<file path="config.mk">
export PLATFORM = sky130hd
export DESIGN_NAME = tpt_out
export DESIGN_NICKNAME = d
export VERILOG_FILES = /design/src/rtl/tpt_pkg.sv /design/src/rtl/tpt_out.sv
export SDC_FILE = /design/constraint.sdc
export NUM_CORES = 1
export LEC_CHECK = 0
export CORE_MARGIN = 2
export CORE_UTILIZATION = 56
export DETAILED_ROUTE_END_ITERATION = 7
export DONT_BUFFER_PORTS = 1
export PLACE_DENSITY = 0.74
export SLEW_MARGIN = 20
export SYNTH_ARGS = -nofsm -noshare
export SYNTH_HDL_FRONTEND = slang
export SYNTH_SLANG_ARGS = --single-unit
</file>
<file path="constraint.sdc">
create_clock -name i_clk -period 5.03 [get_ports i_clk]
set_clock_uncertainty 0.2 [all_clocks]
set_input_delay 0 -clock i_clk [delete_from_list [all_inputs] [get_ports i_clk]]
set_output_delay 0 -clock i_clk [all_outputs]
set_load 0.005 [all_outputs]
</file>
<file path="src/rtl/tpt_pkg.sv">
// ----------------------------------------------------------------------------
// tpt_pkg
// Shared sizes, request and result types for the page translation block.
// ----------------------------------------------------------------------------
package tpt_pkg;

    localparam int TLB_ENTRIES = 32;
    localparam int TLB_IDX_W   = $clog2(TLB_ENTRIES);
    localparam int COUNT_W     = $clog2(TLB_ENTRIES + 1);
    localparam int NUM_FRAMES  = 256;
    localparam int FRAME_W     = $clog2(NUM_FRAMES);
    localparam int PAGE_W      = 12;
    localparam int NUM_PAGES   = 1 << PAGE_W;
    localparam int OFFSET_W    = 12;
    localparam int ADDR_W      = PAGE_W + OFFSET_W;
    localparam int PHYS_W      = FRAME_W + OFFSET_W;
    localparam int STAMP_W     = 32;

    typedef struct packed {
        logic [PAGE_W-1:0]   page;
        logic [OFFSET_W-1:0] offset;
    } t_req;

    typedef struct packed {
        logic [PAGE_W-1:0]   page_number;
        logic [OFFSET_W-1:0] page_offset;
        logic                tlb_hit;
        logic                page_fault;
        logic [FRAME_W-1:0]  frame_number;
        logic [PHYS_W-1:0]   physical_address;
        logic                evicted_valid;
        logic [PAGE_W-1:0]   evicted_page;
        logic                tlb_flushed;
        logic [COUNT_W-1:0]  tlb_count_after_flush;
        logic                tlb_victim_valid;
        logic [PAGE_W-1:0]   tlb_victim_page;
    } t_res;

endpackage

</file>
<file path="src/rtl/tpt_out.sv">
// ----------------------------------------------------------------------------
// tpt_out
// Two-entry result queue between the translation engine and the consumer.
// ----------------------------------------------------------------------------
module tpt_out (
    input  logic           i_clk,
    input  logic           i_rst_n,
    input  logic           i_push,
    input  tpt_pkg::t_res  i_res,
    output logic           o_room,
    output logic           o_empty,
    input  logic           i_pop,
    output tpt_pkg::t_res  o_res
);
    import tpt_pkg::*;

    t_res       r_mem [2];
    logic       r_wr;
    logic       r_rd;
    logic [1:0] r_cnt;
    logic       w_pop;

    assign o_room  = (r_cnt != 2'd2);
    assign o_empty = (r_cnt == 2'd0);
    assign o_res   = r_mem[r_rd];
    assign w_pop   = i_pop && !o_empty;

    always_ff @(posedge i_clk) begin
        if (!i_rst_n) begin
            r_wr  <= 1'b0;
            r_rd  <= 1'b0;
            r_cnt <= 2'd0;
        end else begin
            if (i_push) r_wr <= !r_wr;
            if (w_pop)  r_rd <= !r_rd;
            r_cnt <= r_cnt + {1'b0, i_push} - {1'b0, w_pop};
        end
    end

    always_ff @(posedge i_clk) begin
        if (i_push) r_mem[r_wr] <= i_res;
    end

endmodule

</file>
# [Word-level counts from Yosys, hierarchy flattened]
# Memories as Yosys holds them, arrays and structs flattened. A register that Yosys moved wholly into a read port is not among the register bits.
# Cells that the tools add are included.
[totals] inputBits=91 output_inout_bits=89 mem_count=1 word_cells=16 ram_bits=174 ff_bits=4
[memory_table] memory="r_mem" words=2 word_bits=87 read_ports=1 rd_clocked_by_memory_dff=1 write_ports=1 line_no="tpt_out.sv:17" rtl="t_res r_mem [2];"
[op_classes] n_reduce_logical=5 add_sub_neg=2 n_eq_ne=1 muxes=4
[ops] op="$mux W1" n=4
[ops] op="$logic_not A1 Y1" n=3
[ops] op="$add A2 B1 Y2" n=1
[ops] op="$logic_not A2 Y1" n=1
[ops] op="$ne A2 B2 Y1 const B" n=1
[ops] op="$sub A2 B1 Y2" n=1
[ops] op="$logic_and A1 B1 Y1" n=1

# [Logic depth before layout (Yosys ltp)]
[logic_depth] ltp_word=5 mapped_depth=6 ltp_nobuf=6

# [Worst setup path before layout]
# Ideal clock, no wire load.
[synth_timing] path_type="reg-to-reg" from="reg r_wr" to="mem r_mem[0][0] (netlist bit), enable pin" path_slack_ps=109 arrival_time_ps=4177 t_required_ps=4286 synth_period_minus_slack_ps=4921 setup_ps=544 n_path_buf=0 stages_incl_launch_ff=2 cell_sequence="dfxtp_1 -> nor2b_1"
[synth_lines] item="start: declaration" line_no="tpt_out.sv:18" rtl="logic r_wr;"
[synth_lines] item="start signal: assignment" line_no="tpt_out.sv:34" rtl="if (i_push) r_wr <= !r_wr;"
[synth_lines] item="end: declaration" line_no="tpt_out.sv:17"
# Straight into the memory's write port.

==> flow_summary.toml <==
[floorplan]
ios = 180
start_util = 0.5764
dieWidth_um = 112.9
core-area_um2 = 11520
die-area_um2 = 12740
rows = 39
die_h_um = 112.9

[yosys]
synthAdderAreaFrac = 0.003770
muxShareOfSynthArea = 0.1676
syn_nets = 387
synth_area_leaders = "edfxtp_1 79%, mux2_2 9.7%, mux2_4 6.8%"
synth_seq_area_share = 0.8023
synth_cell_type_count = 16
synthCells = 294
synth_area_per_cell_um2 = 22.58
synth_compound_area_frac = 0.002262
synth_top_family_by_area = "multiplexers"
synth_top_area_share = 0.7872
yosysWarningCount = 0
synth_top_cell_by_area = "edfxtp_1"
synth-xor-area-share = 0.003393
synth-simple-area-share = 0.007352
netlist_area_um2 = 6638
ys_ff_latch = 179

[worst_setup_path]
cp_max_fo = 57
start_kind = "flip-flop"
critical_path_class = "flip-flop to output pin"
arrival_ps = 2330
cp.required_ps = 4830
cp-end-kind = "output pin"

[routing]
dr.pass1.iters = 8
ant_nets = 0
post_drt_wl_per_cell_um = 21.20
drcViolationCount = 11
viasPerCell = 5.476
drt-initial-drc-count = 210
dr_total_vias = 3028
routed_wl_mm = 11.73

[clock_tree]
cts-root-buf = "clkbuf_16"
clk_pin_slew_ps = 70
cts_buffer_depth = 2
insertion_delay_ps = 420
cts_buffers = 17
cts.sinks = 179
cts-resized-gates = 0
cts_tree = "yes"
h-tree-depth = 4

[placement]
place_hpwl_mm = 6.650
port_buffers = 0
gp_congestion = 0.6785
dp_cells = 430

[outcome]
status = "complete, but fails checks"
violations = "design-rule violations"

[timing]
maxSlewHeadroom = 0.3990
hold_viol = 0
setup_viol = 0
slew_violations = 0
min_period_over_period = 0.5031
max_freq_mhz = 395.1
fin_crit_ps = 2531
worstMarginPinSlew_ps = 901.5
hold_ws_ps = 23.07
rsz0062_at_grt = "no"
fin_tns_setup_ps = 0

[final_layout]
drive_above_1_share = 0.3000
fin_nets = 490
layout.cells.non_filler = 553
num_antenna_cells = 0
area_delta_synth_final_pct = 24.17

[global_routing]
antenna_found_initial = 1
grt-ovfl-total = 0
globalRoute.busiestLayer = "met2"
grt_pass1_vias = 3364
grt_use_met1 = 0.2249
use_met3 = 0.07713
grt_util_met2 = 0.3112
track_usage = 0.1908
grt_pass1_wl_mm = 18.02
grt_start_max_net_pins = 69

[power_and_ir_drop]
p_leak_uw = 0.002820
ir_worst_vdd_mv = 0.3135
power.total_uw = 3556
powerDensity_nw_per_um2 = 431.4

[job]
maxCapViolCount = 0

[hold_path]
hp-class = "input port to flip-flop"
kinds of logic after synthesis:
family / Yosys count
buf+inv: 12
compound gates: 2
fa+ha+maj: 2
mux: 89
simple gates: 9
xor+xnor: 1
flops: 179
area by class of cell:
class                           count  area, um2
Tap cell                          143      178.9
Inverter                            2      7.507
Fill cell                         698       3274
Sequential cell                   179       5329
Clock buffer                       17      425.4
Clock inverter                     15      133.9
Multi-Input combinational cell    103       1234
Timing Repair Buffer               94      933.4
flip-flops by register name (all words and copies together) (netlist names), named ones only:
register and count:
r_rd 1, r_wr 1, r_cnt 2, r_mem 174
metal layers:
layer | routed length (um) | vias to the layer above
li1 | - | 1373
met1 | 4411 | 1482
met2 | 5962 | 145
met3 | 1108 | 26
met4 | 236 | 2
met5 | 7 | -
critical path: stages (launching register included):
cell	delay (ps)
dfxtp_4	900
buf_4	570
mux2_2	420
final timing paths:
check	slack, ps	cells after the start	from	to
worst max-delay path	2500	2	flip-flop	o_res[26]
worst min-delay path	20	1	i_res[22]	r_mem[1][22]$_DFFE_PP_
worst max register to register	2690	2	r_wr$_SDFFE_PN0P_	r_mem[0][69]$_DFFE_PP_
worst min register to register	280	2	r_rd$_SDFFE_PN0P_	flip-flop
placed cells by master, fill, tap and decap left out:
cell type | netlist | final
dfxtp_4 | 0 | 1
nor2_1 | 1 | 1
nor2b_1 | 3 | 2
o21a_1 | 2 | 2
inv_6 | 0 | 4
dlygate4sd3_1 | 0 | 91
mux2i_1 | 2 | 2
xnor3_1 | 1 | 1
clkinvlp_4 | 0 | 7
mux2_4 | 30 | 30
edfxtp_1 | 174 | 174
nand2_1 | 2 | 2
bufinv_16 | 0 | 1
nand2b_1 | 1 | 1
ha_1 | 2 | 2
clkinv_4 | 0 | 1
and2_4 | 0 | 1
clkbuf_16 | 0 | 17
clkinv_1 | 0 | 2
nor2b_4 | 0 | 1
inv_1 | 2 | 2
buf_4 | 0 | 3
and2_1 | 2 | 1
dfxtp_1 | 5 | 4
mux2_2 | 57 | 57
power breakdown:
part | leakage (uW) | switching [uW] | internal [uW]
sequential | 0.00168 | 86.3 | 1730
combinational | 0.000895 | 209 | 296
clock | 0.000250 | 548 | 683
synthesized netlist by cell type:
library cell	n
nand2b_1	1
nor2_1	1
ha_1	2
dfxtp_1	5
buf_6	5
nand2_1	2
o21a_1	2
mux2i_1	2
buf_2	5
edfxtp_1	174
mux2_2	57
inv_1	2
xnor3_1	1
and2_1	2
mux2_4	30
nor2b_1	3
timing repair:
item | CTS | global route
buffers inserted | 0 | 0
hold buffers | 91 | 0
endpoints found under the hold margin | 239 | 0
per-stage QoR:
step	setup WS, ps	utilization	instance area (um2)
2_1_floorplan	109.0	-	6638
3_3_place_gp	2801	0.5880	6771
5_1_grt	2339	0.7157	8242
6_report	2499	0.7157	8242
3_5_place_dp	2697	0.5880	6771
4_1_cts	2449	0.7157	8242
(Power assumes the default switching activity.)
