**src/rtl/tpt_pkg.sv**
```systemverilog
// ----------------------------------------------------------------------------
// tpt_pkg
// Shared sizes, request and result types for the page translation block.
// ----------------------------------------------------------------------------
package tpt_pkg;

    localparam int TLB_ENTRIES = 32;
    localparam int TLB_IDX_W   = $clog2(TLB_ENTRIES);
    localparam int COUNT_W     = $clog2(TLB_ENTRIES + 1);
    localparam int NUM_FRAMES  = 256;
    localparam int FRAME_W     = $clog2(NUM_FRAMES);
    localparam int PAGE_W      = 12;
    localparam int NUM_PAGES   = 1 << PAGE_W;
    localparam int OFFSET_W    = 12;
    localparam int ADDR_W      = PAGE_W + OFFSET_W;
    localparam int PHYS_W      = FRAME_W + OFFSET_W;
    localparam int STAMP_W     = 32;

    typedef struct packed {
        logic [PAGE_W-1:0]   page;
        logic [OFFSET_W-1:0] offset;
    } t_req;

    typedef struct packed {
        logic [PAGE_W-1:0]   page_number;
        logic [OFFSET_W-1:0] page_offset;
        logic                tlb_hit;
        logic                page_fault;
        logic [FRAME_W-1:0]  frame_number;
        logic [PHYS_W-1:0]   physical_address;
        logic                evicted_valid;
        logic [PAGE_W-1:0]   evicted_page;
        logic                tlb_flushed;
        logic [COUNT_W-1:0]  tlb_count_after_flush;
        logic                tlb_victim_valid;
        logic [PAGE_W-1:0]   tlb_victim_page;
    } t_res;

endpackage

```
**src/rtl/tpt_front.sv**
```systemverilog
// ----------------------------------------------------------------------------
// tpt_front
// Accepts logical addresses, splits them into page and offset and queues
// the requests for the translation engine.
// ----------------------------------------------------------------------------
module tpt_front (
    input  logic                        i_clk,
    input  logic                        i_rst_n,
    input  logic                        i_push,
    input  logic [tpt_pkg::ADDR_W-1:0]  i_addr,
    input  logic                        i_hold,
    output logic                        o_full,
    output logic                        o_req_valid,
    output tpt_pkg::t_req               o_req,
    input  logic                        i_req_take
);
    import tpt_pkg::*;

    t_req       r_mem [2];
    logic       r_wr;
    logic       r_rd;
    logic [1:0] r_cnt;
    logic       w_push;
    logic       w_pop;

    assign o_full      = (r_cnt == 2'd2) || i_hold;
    assign o_req_valid = (r_cnt != 2'd0);
    assign o_req       = r_mem[r_rd];
    assign w_push      = i_push && !o_full;
    assign w_pop       = i_req_take && o_req_valid;

    always_ff @(posedge i_clk) begin
        if (!i_rst_n) begin
            r_wr  <= 1'b0;
            r_rd  <= 1'b0;
            r_cnt <= 2'd0;
        end else begin
            if (w_push) r_wr <= !r_wr;
            if (w_pop)  r_rd <= !r_rd;
            r_cnt <= r_cnt + {1'b0, w_push} - {1'b0, w_pop};
        end
    end

    always_ff @(posedge i_clk) begin
        if (w_push) begin
            r_mem[r_wr].page   <= i_addr[ADDR_W-1:OFFSET_W];
            r_mem[r_wr].offset <= i_addr[OFFSET_W-1:0];
        end
    end

endmodule

```
**config.mk**
```make
export PLATFORM = sky130hd
export DESIGN_NAME = tpt_front
export DESIGN_NICKNAME = d
export VERILOG_FILES = /design/src/rtl/tpt_pkg.sv /design/src/rtl/tpt_front.sv
export SDC_FILE = /design/constraint.sdc
export NUM_CORES = 1
export LEC_CHECK = 0
export ABC_CLOCK_PERIOD_IN_PS = 2700
export BUFFER_PORTS_ARGS = -buffer_cell sky130_fd_sc_hd__buf_2
export CELL_PAD_IN_SITES_DETAIL_PLACEMENT = 1
export CELL_PAD_IN_SITES_GLOBAL_PLACEMENT = 1
export CORE_ASPECT_RATIO = 1.2
export CORE_MARGIN = 4
export CORE_UTILIZATION = 43
export DETAILED_ROUTE_END_ITERATION = 6
export GPL_TIMING_DRIVEN = 0
export PLACE_DENSITY_LB_ADDON = 0.15
export SYNTH_ARGS = -nofsm -noshare
export SYNTH_HDL_FRONTEND = slang
export SYNTH_SLANG_ARGS = --single-unit
```
**constraint.sdc**
```tcl
create_clock -name i_clk -period 2.7 [get_ports i_clk]
set_input_delay 0.27 -clock i_clk [delete_from_list [all_inputs] [get_ports i_clk]]
set_output_delay 0.27 -clock i_clk [all_outputs]
set_load 0.02 [all_outputs]
```
; ---- Yosys cells after proc, flatten, opt, wreduce, memory -nomap -nowiden
; Memory sizes are Yosys's and may differ from the RTL's. A register that Yosys moved wholly into a read port is not among the register bits.
; Cells that the tools add are included.
[op_classes]
n_eq_ne = 1
n_reduce_logical = 7
muxes = 4
n_addsub = 2
[op_table]
columns = op, n
row1 = 1-bit two-way mux, 4
row2 = 1-bit zero test, 3
row3 = 2-bit by 1-bit adder with 2-bit output, 1
row4 = "2-bit equality test, second input constant", 1
row5 = 1-bit logical AND, 2
row6 = 2-bit nonzero test, 1
row7 = 2-bit by 1-bit subtractor with 2-bit output, 1
row8 = 1-bit logical OR, 1
[totals]
ff_bits = 4
memories = 1
inputBits = 29
ram_bits = 48
[memory_table]
columns = name, words, word_bits, rd, rd_clocked_by_memory_dff, wr, line
row1 = r_mem, 2, 24, 1, 1, 1, tpt_front.sv:19  ; t_req r_mem [2];

; ---- Depth between registers and ports, before layout
[depth]
ltp_word = 6
ltp_mapped = 8
mapped_depth_nobuf = 8

; ---- Worst setup path after synthesis
; Ideal clock, no wire load.
[synth_path]
path_type = reg2reg
from = reg r_cnt[0]
to = mem r_mem[0][0] in the netlist's numbering (enable)
setup_slack_ps = 632
period_less_slack_ps = 2068
setup_time_ps = 405
n_path_buf = 0
t_arrival_ps = 1664
required_ps = 2295
path_stages_with_launch = 4
path_cell_list = dfxtp_1 > nand2b_1 > nand3b_1 > nor2_1
[synth_between]
elab_chain_cells = 6
[synth_lines]
columns = element, line
row1 = from (decl), tpt_front.sv:22  ; logic [1:0] r_cnt;
row2 = from (signal assigned), tpt_front.sv:40  ; r_cnt <= r_cnt + {1'b0, w_push} - {1'b0, w_pop};
row3 = 2-bit equality test, tpt_front.sv:26  ; assign o_full = (r_cnt == 2'd2) || i_hold;
row4 = 1-bit logical OR, tpt_front.sv:26
row5 = 1-bit zero test, tpt_front.sv:29  ; assign w_push = i_push && !o_full;
row6 = 1-bit logical AND, tpt_front.sv:29
row7 = 1-bit two-way mux, tpt_front.sv:45  ; if (w_push) begin
row8 = 1-bit two-way mux (implied by the code), tpt_front.sv:47  ; r_mem[r_wr].offset <= i_addr[OFFSET_W-1:0];
row9 = to (decl), tpt_front.sv:19
; No other way between the ends.

; ---- Final worst setup path
[layout_path]
from = reg r_cnt[0]
to = mem r_mem[0][11] in the netlist's numbering (enable)
; Same word-level chain as after synthesis.

==> impl_metrics.ini <==
[status]
status = finished, final reports clean

[finish]
drive_gt1_share_pct = 55.8
area_growth_syn_to_layout_pct = 23.3
final_cell_area_um2 = 2560
diodes = 0
final_nets = 195
stdcell_count = 223

[place]
dp.cells = 215
placed_cell_area_um2 = 2460
gp_congestion = 0.671
portBuffers = 54
hpwlAfterDp_mm = 2.65

[global_route]
antenna_found_initial = 0
grt_pass1_vias = 1221
grt_max_degree = 16
grt-ovfl-total = 0
track_usage_pct = 12.8
grt_pass1_wl_mm = 5.80

[pwr]
power.density_nw_per_um2 = 840
cellLeakagePower_nw = 1.01
vdd_drop_max_mv = 0.441

[logic_synthesis]
netlist.area_leader.share_pct = 69.3
ys_warn_count = 0
syn_area_per_cell_um2 = 20.6
ys_seq_area_share_pct = 74.1
ys_types = 18
synth_area_um2 = 2080
synth_nets = 132
yosys-top-cells-area = edfxtp_1 (69%), mux2_4 (14%), dfxtp_1 (4.8%)
synth_top_area_cell = edfxtp_1
synth_seq_cells = 53
synth_cells = 101

[setup_path]
crit_type = reg -> reg
worst-path-max-fanout = 14
start_kind = flip-flop
worstReg2RegEnd = r_mem[0][11]$_DFFE_PP_
cp-startpoint = r_cnt[0]$_SDFF_PN0_
cp.required_ns = 2.71
crit_end = r_mem[0][11]$_DFFE_PP_
r2r_cells = 4
end_kind = flip-flop
r2r_slack_ns = 0.87
cp.arrival_ns = 1.84
r2r-start = r_cnt[0]$_SDFF_PN0_

[timing]
setup_viol = 0
fin_tns_setup_ns = 0
finalHoldViolations = 0
slew_viol_final = 0
timing.fmax_mhz = 546
tightest_slew_ns = 0.644
rsz0062_at_grt = false
max-slew-margin-rel_pct = 57.0
finalCriticalPeriod_ns = 1.83
fin_worst_skew_ns = 0.00422
timing.final.crit_share_pct = 67.8

[clock_network]
clkLatencyLatePin_ns = 0.30
htreeDepth = 2
cts_resized = 0
cts_hold_buf = 0
root_buffer = clkbuf_8
cts_setup_buffers = 0
numClockSinks = 53
cts_buffers = 5
tritoncts = yes
clkTransAtPathRegs_ns = 0.09
cts_max_path_buffers = 2

[routing]
dr_total_vias = 1068
drt-vias-per-instance = 4.79
drtIter0Drc = 21
first_pass_iters = 4
postRouteAntennaNets = 0
route.detailed.drc = 0
wire_per_inst_um = 16.0
wl_mm = 3.58

[die]
rows = 27
coreArea_um2 = 4630
initial_core_util_pct = 45.0
die_w_um = 71.5
die_h_um = 84.2
die_area_um2 = 6020
io_pins = 55

[hold_path]
holdPathStages = 1
hold_class = in -> reg

[job]
maxCapViolations = 0
==> worst min-delay path by stage <==
stage               start                     end  slack, ns
2_1_floorplan   i_addr[0]   r_mem[0][0]$_DFFE_PP_       0.37
3_3_place_gp   i_addr[23]  r_mem[0][23]$_DFFE_PP_       0.46
3_5_place_dp    i_addr[1]   r_mem[1][1]$_DFFE_PP_       0.46
4_1_cts         i_addr[9]   r_mem[0][9]$_DFFE_PP_       0.14
5_1_grt        i_addr[22]  r_mem[1][22]$_DFFE_PP_       0.13
6_report        i_addr[9]   r_mem[0][9]$_DFFE_PP_       0.15
==> routing by layer <==
layer | vias up | track usage, % | routed length (um) | part of all wire [%]
met5 | - | 0 | 0 | 0
met2 | 37 | 24.1 | 2040 | 57
met3 | 5 | 4.19 | 227 | 6.3
li1 | 501 | - | - | -
met1 | 525 | 12.8 | 1260 | 35
met4 | 0 | 4.62 | 50 | 1.4
==> cell usage in the layout, fill, tap and decap left out <==
cell type	count
buf_6	1
nor2_2	2
buf_12	2
clkbuf_1	1
dfxtp_1	5
mux2_4	20
nand2b_1	2
mux2i_1	1
or2_2	1
nand2_1	2
bufinv_16	1
o21a_1	1
ha_1	2
edfxtp_1	48
mux2_2	4
and2_1	2
nor2b_1	2
xnor2_1	3
clkbuf_8	5
nand3b_1	1
inv_1	2
buf_2	54
clkinv_1	1
buf_8	2
==> cell usage after synthesis <==
master and instances:
o21a_1 1, nand2_1 2, buf_6 1, nor2b_1 2, nand3b_1 1, edfxtp_1 48
nand2b_1 2, ha_1 2, or2_2 1, mux2_4 20, dfxtp_1 5, and2_1 2
buf_12 2, nor2_1 2, mux2i_1 1, mux2_2 4, inv_1 2, xnor2_1 3
==> metrics by stage <==
step	setup WS, ns	power (W)	hold slack [ns]	util, %
after floorplan	0.632	0.00150	0.369	-
after global placement	0.0386	0.00164	0.457	52.4
after detailed placement	0.835	0.00168	0.462	53.1
after CTS	0.813	0.00219	0.143	55.4
after global routing	0.679	0.00227	0.129	55.4
final	0.870	0.00216	0.150	55.4
==> cell families after synthesis <==
kind of cell | after synthesis | synth area share (%)
and+or+nand+nor | 12 | 3.19
AOI/OAI and AO/OA | 1 | 0.361
DFF | 53 | 74.1
buffers and inverters | 5 | 2.83
xor gates and xnor gates | 3 | 1.26
muxes | 25 | 17.1
adders and majority gates | 2 | 1.20
==> sequential cells by signal (all words and copies together) (netlist names), named ones only <==
name   cells
r_mem     48
r_cnt      2
r_rd       1
r_wr       1
==> final cells by class <==
type	count	area, um2
Buffer	3	51.3
Clock buffer	6	72.6
Clock inverter	2	33.8
Fill cell	445	2060
Inverter	2	7.51
Multi-Input combinational cell	43	485
Sequential cell	53	1540
Tap cell	58	72.6
Timing Repair Buffer	56	300
==> power by group <==
group / total (W) / switching [W] / internal [W]
sequential: 0.00100 / 0.0000291 / 0.000972
clock: 0.000512 / 0.000238 / 0.000274
combinational: 0.000643 / 0.000325 / 0.000318
==> worst max-delay path, cell delays in order (launching register included) <==
cell and delay, ns:
dfxtp_1 0.36, nand2b_1 0.15, nand3b_1 0.21, nor2_2 0.56, buf_8 0.25
(Power assumes the default switching activity.)
